--- config.mk ---
export PLATFORM = sky130hd
export DESIGN_NAME = vna_unit
export DESIGN_NICKNAME = d
export VERILOG_FILES = /design/src/rtl/core/vna_pkg.sv /design/src/rtl/core/vna_unit.sv
export SDC_FILE = /design/constraint.sdc
export NUM_CORES = 2
export LEC_CHECK = 0
export BUFFER_PORTS_ARGS = -buffer_cell sky130_fd_sc_hd__buf_2
export CORE_MARGIN = 2
export CORE_UTILIZATION = 55
export DETAILED_ROUTE_END_ITERATION = 8
export PLACE_DENSITY_LB_ADDON = 0.08
export SKIP_CTS_REPAIR_TIMING = 1
export SYNTH_ARGS = -nofsm -noshare
export SYNTH_HDL_FRONTEND = slang
export SYNTH_SLANG_ARGS = --single-unit
--- constraint.sdc ---
create_clock -name clk_i -period 9.8 [get_ports clk_i]
set_input_delay 0 -clock clk_i [delete_from_list [all_inputs] [get_ports clk_i]]
set_output_delay 0 -clock clk_i [all_outputs]
set_load 0.005 [all_outputs]
--- src/rtl/core/vna_pkg.sv ---
`default_nettype none
// ----------------------------------------------------------------------------
// vna_pkg
// shared constants and types of the vertex normal accumulator
// ----------------------------------------------------------------------------
package vna_pkg;

  localparam int unsigned IndexW       = 12;
  localparam int unsigned CoordW       = 24;
  localparam int unsigned NormW        = 16;
  localparam int unsigned DefMaxVerts  = 4096;
  localparam int unsigned DefSumW      = 24;

  typedef enum logic [1:0] {
    KIND_WRITE = 2'd0,
    KIND_TRI   = 2'd1,
    KIND_READ  = 2'd2,
    KIND_NONE  = 2'd3
  } kind_e;

endpackage
`default_nettype wire

--- src/rtl/core/vna_unit.sv ---
`default_nettype none
// ----------------------------------------------------------------------------
// vna_unit
// unit-vector engine: scales a vector, takes an iterative square root and
// divides each component by the root, one bit per cycle, into q2.14
// ----------------------------------------------------------------------------
module vna_unit (
  input  logic                        clk_i,
  input  logic                        rst_ni,
  input  logic                        start_i,
  input  logic signed [51:0]          vx_i,
  input  logic signed [51:0]          vy_i,
  input  logic signed [51:0]          vz_i,
  output logic                        done_o,
  output logic signed [vna_pkg::NormW-1:0] nx_o,
  output logic signed [vna_pkg::NormW-1:0] ny_o,
  output logic signed [vna_pkg::NormW-1:0] nz_o
);
  import vna_pkg::*;

  typedef enum logic [7:0] {
    U_IDLE = 8'b0000_0001,
    U_NORM = 8'b0000_0010,
    U_SQ   = 8'b0000_0100,
    U_ROOT = 8'b0000_1000,
    U_DIV  = 8'b0001_0000,
    U_FIN  = 8'b0010_0000,
    U_DONE = 8'b0100_0000,
    U_ZERO = 8'b1000_0000
  } ustate_e;

  ustate_e     state_q, state_d;
  logic [51:0] mag_q [3];
  logic [51:0] mag_d [3];
  logic [2:0]  neg_q, neg_d;
  logic [63:0] sq_q, sq_d;
  logic [63:0] res_q, res_d;
  logic [63:0] bit_q, bit_d;
  logic [1:0]  comp_q, comp_d;
  logic [5:0]  cnt_q, cnt_d;
  logic [47:0] num_q, num_d;
  logic [32:0] drem_q, drem_d;
  logic [16:0] quo_q, quo_d;
  logic [15:0] out_q [3];
  logic [15:0] out_d [3];

  logic [51:0] m_max;
  logic [51:0] m_sel;
  logic [51:0] m_nxt;
  logic [59:0] sq_term;
  logic [63:0] trial;
  logic [32:0] dsh;
  logic [32:0] twor;
  logic [16:0] qfin;

  always_comb begin
    m_max = (mag_q[0] > mag_q[1]) ? mag_q[0] : mag_q[1];
    if (mag_q[2] > m_max) m_max = mag_q[2];
    unique case (comp_q)
      2'd0:    m_sel = mag_q[0];
      2'd1:    m_sel = mag_q[1];
      default: m_sel = mag_q[2];
    endcase
    // component that the next divide works on
    unique case (comp_q)
      2'd0:    m_nxt = mag_q[1];
      2'd1:    m_nxt = mag_q[2];
      default: m_nxt = mag_q[0];
    endcase
    sq_term = m_sel[29:0] * m_sel[29:0];
    trial   = res_q + bit_q;
    twor    = {res_q[31:0], 1'b0};
    dsh     = {drem_q[31:0], num_q[47]};
    qfin    = (quo_q > 17'd16384) ? 17'd16384 : quo_q;
  end

  always_comb begin
    state_d = state_q;
    mag_d   = mag_q;
    neg_d   = neg_q;
    sq_d    = sq_q;
    res_d   = res_q;
    bit_d   = bit_q;
    comp_d  = comp_q;
    cnt_d   = cnt_q;
    num_d   = num_q;
    drem_d  = drem_q;
    quo_d   = quo_q;
    out_d   = out_q;
    unique case (state_q)
      U_IDLE: begin
        if (start_i) begin
          neg_d    = {vz_i[51], vy_i[51], vx_i[51]};
          mag_d[0] = vx_i[51] ? 52'(-vx_i) : 52'(vx_i);
          mag_d[1] = vy_i[51] ? 52'(-vy_i) : 52'(vy_i);
          mag_d[2] = vz_i[51] ? 52'(-vz_i) : 52'(vz_i);
          state_d  = U_NORM;
        end
      end
      U_NORM: begin
        // one shift step per cycle
        if (m_max == '0) begin
          state_d = U_ZERO;
        end else if (m_max >= (52'd1 << 30)) begin
          for (int i = 0; i < 3; i++) mag_d[i] = mag_q[i] >> 1;
        end else if (m_max < (52'd1 << 29)) begin
          for (int i = 0; i < 3; i++) mag_d[i] = mag_q[i] << 1;
        end else begin
          sq_d    = '0;
          comp_d  = 2'd0;
          state_d = U_SQ;
        end
      end
      U_SQ: begin
        sq_d = sq_q + {4'd0, sq_term};
        if (comp_q == 2'd2) begin
          res_d   = '0;
          bit_d   = 64'd1 << 62;
          state_d = U_ROOT;
        end
        comp_d = comp_q + 2'd1;
      end
      U_ROOT: begin
        if (bit_q == '0) begin
          comp_d  = 2'd0;
          state_d = U_DIV;
          cnt_d   = 6'd48;
          num_d   = {3'd0, m_nxt[29:0], 15'd0} + {16'd0, res_q[31:0]};
          drem_d  = '0;
          quo_d   = '0;
        end else begin
          if (sq_q >= trial) begin
            sq_d  = sq_q - trial;
            res_d = (res_q >> 1) + bit_q;
          end else begin
            res_d = res_q >> 1;
          end
          bit_d = bit_q >> 2;
        end
      end
      U_DIV: begin
        // restoring division, one quotient bit per cycle
        num_d = num_q << 1;
        if (dsh >= twor) begin
          drem_d = dsh - twor;
          quo_d  = {quo_q[15:0], 1'b1};
        end else begin
          drem_d = dsh;
          quo_d  = {quo_q[15:0], 1'b0};
        end
        cnt_d = cnt_q - 6'd1;
        if (cnt_q == 6'd1) state_d = U_FIN;
      end
      U_FIN: begin
        out_d[comp_q] = neg_q[comp_q] ? 16'(-{1'b0, qfin}) : qfin[15:0];
        if (comp_q == 2'd2) begin
          state_d = U_DONE;
        end else begin
          comp_d  = comp_q + 2'd1;
          cnt_d   = 6'd48;
          num_d   = {3'd0, m_nxt[29:0], 15'd0} + {16'd0, res_q[31:0]};
          drem_d  = '0;
          quo_d   = '0;
          state_d = U_DIV;
        end
      end
      U_ZERO: begin
        for (int i = 0; i < 3; i++) out_d[i] = '0;
        state_d = U_DONE;
      end
      U_DONE: state_d = U_IDLE;
      default: state_d = U_IDLE;
    endcase
  end

  always_ff @(posedge clk_i or negedge rst_ni) begin
    if (!rst_ni) begin
      state_q <= U_IDLE;
    end else begin
      state_q <= state_d;
    end
  end

  always_ff @(posedge clk_i) begin
    mag_q  <= mag_d;
    neg_q  <= neg_d;
    sq_q   <= sq_d;
    res_q  <= res_d;
    bit_q  <= bit_d;
    comp_q <= comp_d;
    cnt_q  <= cnt_d;
    num_q  <= num_d;
    drem_q <= drem_d;
    quo_q  <= quo_d;
    out_q  <= out_d;
  end

  assign done_o = (state_q == U_DONE);
  assign nx_o   = out_q[0];
  assign ny_o   = out_q[1];
  assign nz_o   = out_q[2];

endmodule
`default_nettype wire

## Word-level counts from Yosys, hierarchy flattened

Index checks and enable logic that the tools add are counted.

| cells by class | value |
|---|---|
| bitwise logic cells | 1 |
| muxes and demuxes | 62 |
| multiply operators | 1 |
| $lt $le $gt $ge | 10 |
| $add $sub $neg | 12 |
| reductions and logical operators | 17 |
| equal/unequal tests | 24 |

Operators with widths:

| cell | number |
|---|---|
| 64-bit two-way mux | 10 |
| 156-bit two-way mux | 4 |
| 156-bit case mux with 2 select lines | 1 |
| 52-bit two-way mux | 5 |
| 64-bit case mux with 2 select lines | 2 |
| 64-bit case mux with 3 select lines | 1 |
| 52-bit negation | 3 |
| 48-bit case mux with 3 select lines | 1 |
| 30-bit case mux with 2 select lines | 2 |
| 52-bit > comparator | 2 |
| 32-bit two-way mux | 3 |
| 48-bit two-way mux | 2 |
| 32-bit case mux with 3 select lines | 1 |
| 48-bit case mux with 2 select lines | 1 |
| 63-bit by 64-bit adder with 64-bit output | 1 |
| 64-bit by 60-bit adder with 64-bit output | 1 |
| 64-bit adder | 1 |
| 64-bit greater-or-equal comparator | 1 |
| 64-bit logical NOT | 1 |
| 64-bit subtractor | 1 |
| 30-bit by 30-bit multiplier with 60-bit output | 1 |
| 8-bit two-way mux | 7 |
| 8-bit case mux with 7 select lines | 1 |
| 52-bit by 31-bit greater-or-equal comparator with 1-bit output (second input constant) | 1 |
| 47 further kinds | 73 |

| storage, ports and cells | value |
|---|---|
| register bits | 512 |
| input port bits | 159 |

## Depth between registers and ports, before layout

| depth | value |
|---|---|
| depth after elaboration | 9 |
| gate-level depth with buffers | 40 |
| depth with buffers taken out | 36 |

## Least setup slack after synthesis

OpenSTA, ideal clock, no wires.

| path | value |
|---|---|
| kind | register to register |
| from | reg res_q[2] |
| to | reg sq_q[0], enable pin |
| stages on the path, launching flop included | 24 |
| data arrival time | 10213 ps |
| period minus slack after synthesis | 10815 ps |
| setup slack | -1015 ps |
| library setup time | 602 ps |
| cells stage by stage | edfxtp_1 ha_1 a31oi_1 or3_1 a21oi_1 nor2_1 o31a_1 o41ai_1 or2_2 a31oi_1 o21ai_0 a31oi_1 xor2_1 ha_1 clkbuf_1 nand3_1 nor4_1 nand4_1 o211a_1 a211oi_1 clkbuf_1 clkbuf_1 a21oi_1 a311oi_1 |

| on the way | value |
|---|---|
| cells in the longest elaborated chain, start to end | 4 |

RTL lines:

| item | line | text |
|---|---|---|
| start, declared | vna_unit.sv:37 | `logic [63:0] res_q, res_d;` |
| start signal, assigned | vna_unit.sv:188 | `res_q <= res_d;` |
| 64-bit adder | vna_unit.sv:71 | `trial = res_q + bit_q;` |
| 64-bit greater-or-equal comparator | vna_unit.sv:132 | `if (sq_q >= trial) begin` |
| 2-bit inequality test (no line) | -- |  |
| 6-bit AND reduction (no line) | -- |  |
| end signal, assigned | vna_unit.sv:187 | `sq_q <= sq_d;` |
| end, declared | vna_unit.sv:36 | `logic [63:0] sq_q, sq_d;` |

Every way passes these cells.
A chain may end at the register's enable or synchronous reset.

## Worst setup path after layout

| path | value |
|---|---|
| from | reg comp_q[0] |
| to | reg sq_q[61], data pin |

| on the way | value |
|---|---|
| cells in the longest elaborated chain, start to end | 5 |
| elaborated cells between the ends (all ways) | 6 |
| classes of those cells | 1 x add/sub; 1 x mul; 1 x eq/ne; 2 x mux; 1 x reduce/logical |

RTL lines:

| item | line | text |
|---|---|---|
| start, declared | vna_unit.sv:39 | `logic [1:0] comp_q, comp_d;` |
| start signal, assigned | vna_unit.sv:190 | `comp_q <= comp_d;` |
| 2-bit by 1-bit equality test with 1-bit output / 2-bit logical NOT (equally long branches) | vna_unit.sv:59 | `unique case (comp_q)` |
| 30-bit case mux with 2 select lines * | vna_unit.sv:59 |  |
| 30-bit by 30-bit multiplier with 60-bit output * | vna_unit.sv:70 | `sq_term = m_sel[29:0] * m_sel[29:0];` |
| 64-bit by 60-bit adder with 64-bit output * | vna_unit.sv:115 | `sq_d = sq_q + {4'd0, sq_term};` |
| 64-bit case mux with 3 select lines * | vna_unit.sv:90 | `unique case (state_q)` |
| via sq_d[61] | vna_unit.sv:36 |  |

Mark *: on every way through the listed nets, which the timed path passes. The rest lies on a longest branch.

==> results.json <==
{
  "ys_ff_latch": 480,
  "max_stage_delay_ns": 0.54,
  "fp.dieH_um": 350,
  "viasPerCell": 5.91,
  "synth.distinct_cells": 82,
  "clkSinkCount": 480,
  "synth_top_area_frac": 0.230,
  "nets": 9297,
  "crit_path_frequent_cell": "fa_1",
  "yosys.area.top_type": "fa_1",
  "maxSlewHeadroom": 0.214,
  "die_w_um": 350,
  "hold_class": "input port to flop",
  "hold_viol": 7,
  "status": "finished with violations",
  "num-fill-cells": 10400,
  "drc": 0,
  "dieArea_mm2": 0.123,
  "skew_ns": 0.0371,
  "portBuffers": 207,
  "syn-num-nets": 8876,
  "grt_pass1_vias": 55100,
  "synth.avg_cell_area_um2": 8.89,
  "finalWirelength_um": 218000,
  "fin_util": 0.624,
  "post_drt_wl_per_cell_um": 23.0,
  "io_pins": 208,
  "clock.fmax_mhz": 105,
  "core_area_mm2": 0.118,
  "drv_cap": 0,
  "area_delta_synth_final_pct": 12.2,
  "period_share": 0.969,
  "via_count": 56000,
  "syn_area_mm2": 0.0659,
  "placed_cell_area_mm2": 0.0703,
  "ys.flop_type": "edfxtp_1",
  "slowest_stage": "fa_1",
  "grt_overflow": 0,
  "violations": "negative hold slack",
  "clock_latency_ns": 0.65,
  "final_antenna_net_count": 0,
  "gp_congestion": 1.01,
  "synth_common_cells": "1173 x inv_1, 839 x nand2_1, 756 x fa_1",
  "hold_slack_ns": -0.0370,
  "antenna_found_initial": 3,
  "yosysMostFrequentCell": "inv_1",
  "syn_inst": 7408,
  "grt_first_pass_wirelength_um": 331000,
  "final_cell_area_mm2": 0.0739,
  "grt_max_degree": 140,
  "drv_slew": 0,
  "start_util": 0.556,
  "dr.pass1.iters": 6,
  "async_flop_share": 0.0167,
  "drive_gt1_frac": 0.0915,
  "rows": 126,
  "finalSetupViolCount": 0,
  "cts_tree": "built",
  "ys_seq_area_frac": 0.218,
  "cp.arrival_ns": 9.82,
  "synth-edff-count": 472,
  "period_needed_ns": 9.50,
  "dp_hpwl_um": 174000,
  "root_buffer": "clkbuf_16",
  "endpoint_kind": "flop",
  "cts_buffer_depth": 3,
  "synthTopCellsByArea": "fa_1 23%, edfxtp_1 22%, ha_1 11%",
  "clkSlewWorstSetupHoldPaths_ns": 0.07,
  "cp_max_fo": 9,
  "gr-usage-all-layers": 0.355,
  "drtIter0Drc": 5005,
  "worstSetupPathType": "flop to flop",
  "cts_buffers": 53,
  "startpoint_type": "flop",
  "ys_warn_count": 0,
  "cp.required_ns": 10.12,
  "worstMarginPinSlew_ns": 1.18,
  "htree_levels": 2
}
## cells in the final DEF, fill, tap and decap left out, types with 207 or more instances in the layout
cell type | synthesis | layout
o21ai_0 | 261 | 259
buf_2 | 0 | 207
fa_1 | 756 | 756
a31oi_1 | 217 | 216
inv_1 | 1173 | 1166
nor2_1 | 744 | 732
ha_1 | 553 | 551
nand2_1 | 839 | 838
edfxtp_1 | 472 | 472
a21oi_1 | 304 | 286
buf_4 | 1 | 268
xnor2_1 | 301 | 301
## metal layers
metal	vias up	GRT usage	share of wire
met4	0	0.145	0.049
met3	501	0.0506	0.077
li1	25700	-	-
met1	27300	0.483	0.41
met5	-	0	0
met2	2477	0.571	0.46
## final timing paths
check / startpoint / end / slack, ns / cells after the start
setup / recovery: comp_q[0]$_SDFFCE_PN0P_ / sq_q[61]$_DFFE_PP_ / 0.30 / 39
hold / removal: vz_i[36] / mag_q[36]$_DFFE_PP_ / -0.04 / 4
setup reg to reg: comp_q[0]$_SDFFCE_PN0P_ / sq_q[61]$_DFFE_PP_ / 0.30 / 39
hold reg to reg: num_q[14]$_DFFE_PP_ / num_q[15]$_DFFE_PP_ / 0.51 / 2
max in group asynchronous: rst_ni / state_q[0]$_DFFE_PN1P_ / 9.13 / 3
min in group asynchronous: rst_ni / state_q[2]$_DFFE_PN0P_ / 0.36 / 3
## cell families after synthesis
logic type | synth area share
muxes | 0.0171
DFF | 0.218
and+or+nand+nor | 0.145
buffers and inverters | 0.0846
AOI/OAI and AO/OA | 0.138
adders and majority gates | 0.335
xor gates and xnor gates | 0.0621
## state kept, by name, summed over array words and instances, names as in the netlist
name,count
comp_q,2
nx_o,16
quo_q,17
num_q,48
state_q,8
ny_o,16
neg_q,3
mag_q,156
drem_q,32
nz_o,16
res_q,64
cnt_q,6
sq_q,64
bit_q,32
## layout make-up
type                            instances  area (µm²)  area share
Sequential cell                       480       14400       0.194
Clock inverter                         35         378     0.00511
Multi-Input combinational cell       5458       46300       0.627
Antenna cell                            5        12.5    0.000169
Clock buffer                           63        1360      0.0185
Tap cell                             1600        2000      0.0271
Inverter                             1188        4500      0.0609
Timing Repair Buffer                  648        4970      0.0672
## stage by stage
| step | setup WS, ns | TNS (ns) | cells |
|---|---|---|---|
| final | 0.300 | 0 | 9477 |
| after global routing | -0.00977 | -0.0177 | 9475 |
| after CTS | -0.411 | -2.94 | 9307 |
| after detailed placement | -0.351 | -2.01 | 9209 |
| after global placement | -0.110 | -0.415 | 9209 |
| after floorplan | 0.169 | 0 | 7408 |
## worst max-delay path: cells and delay by family (launching register included)
family | cells | cell delay, ns
AO/OA/AOI/OAI | 11 | 1.92
adder cells (fa/ha/maj) | 10 | 4.59
AND/OR/NAND/NOR | 3 | 0.49
XOR/XNOR | 1 | 0.17
flip-flops | 1 | 0.44
buffers and inverters | 14 | 1.57
Power is not shown: default switching activity piles up to over one toggle a cycle in this logic, so the estimate is an artifact.
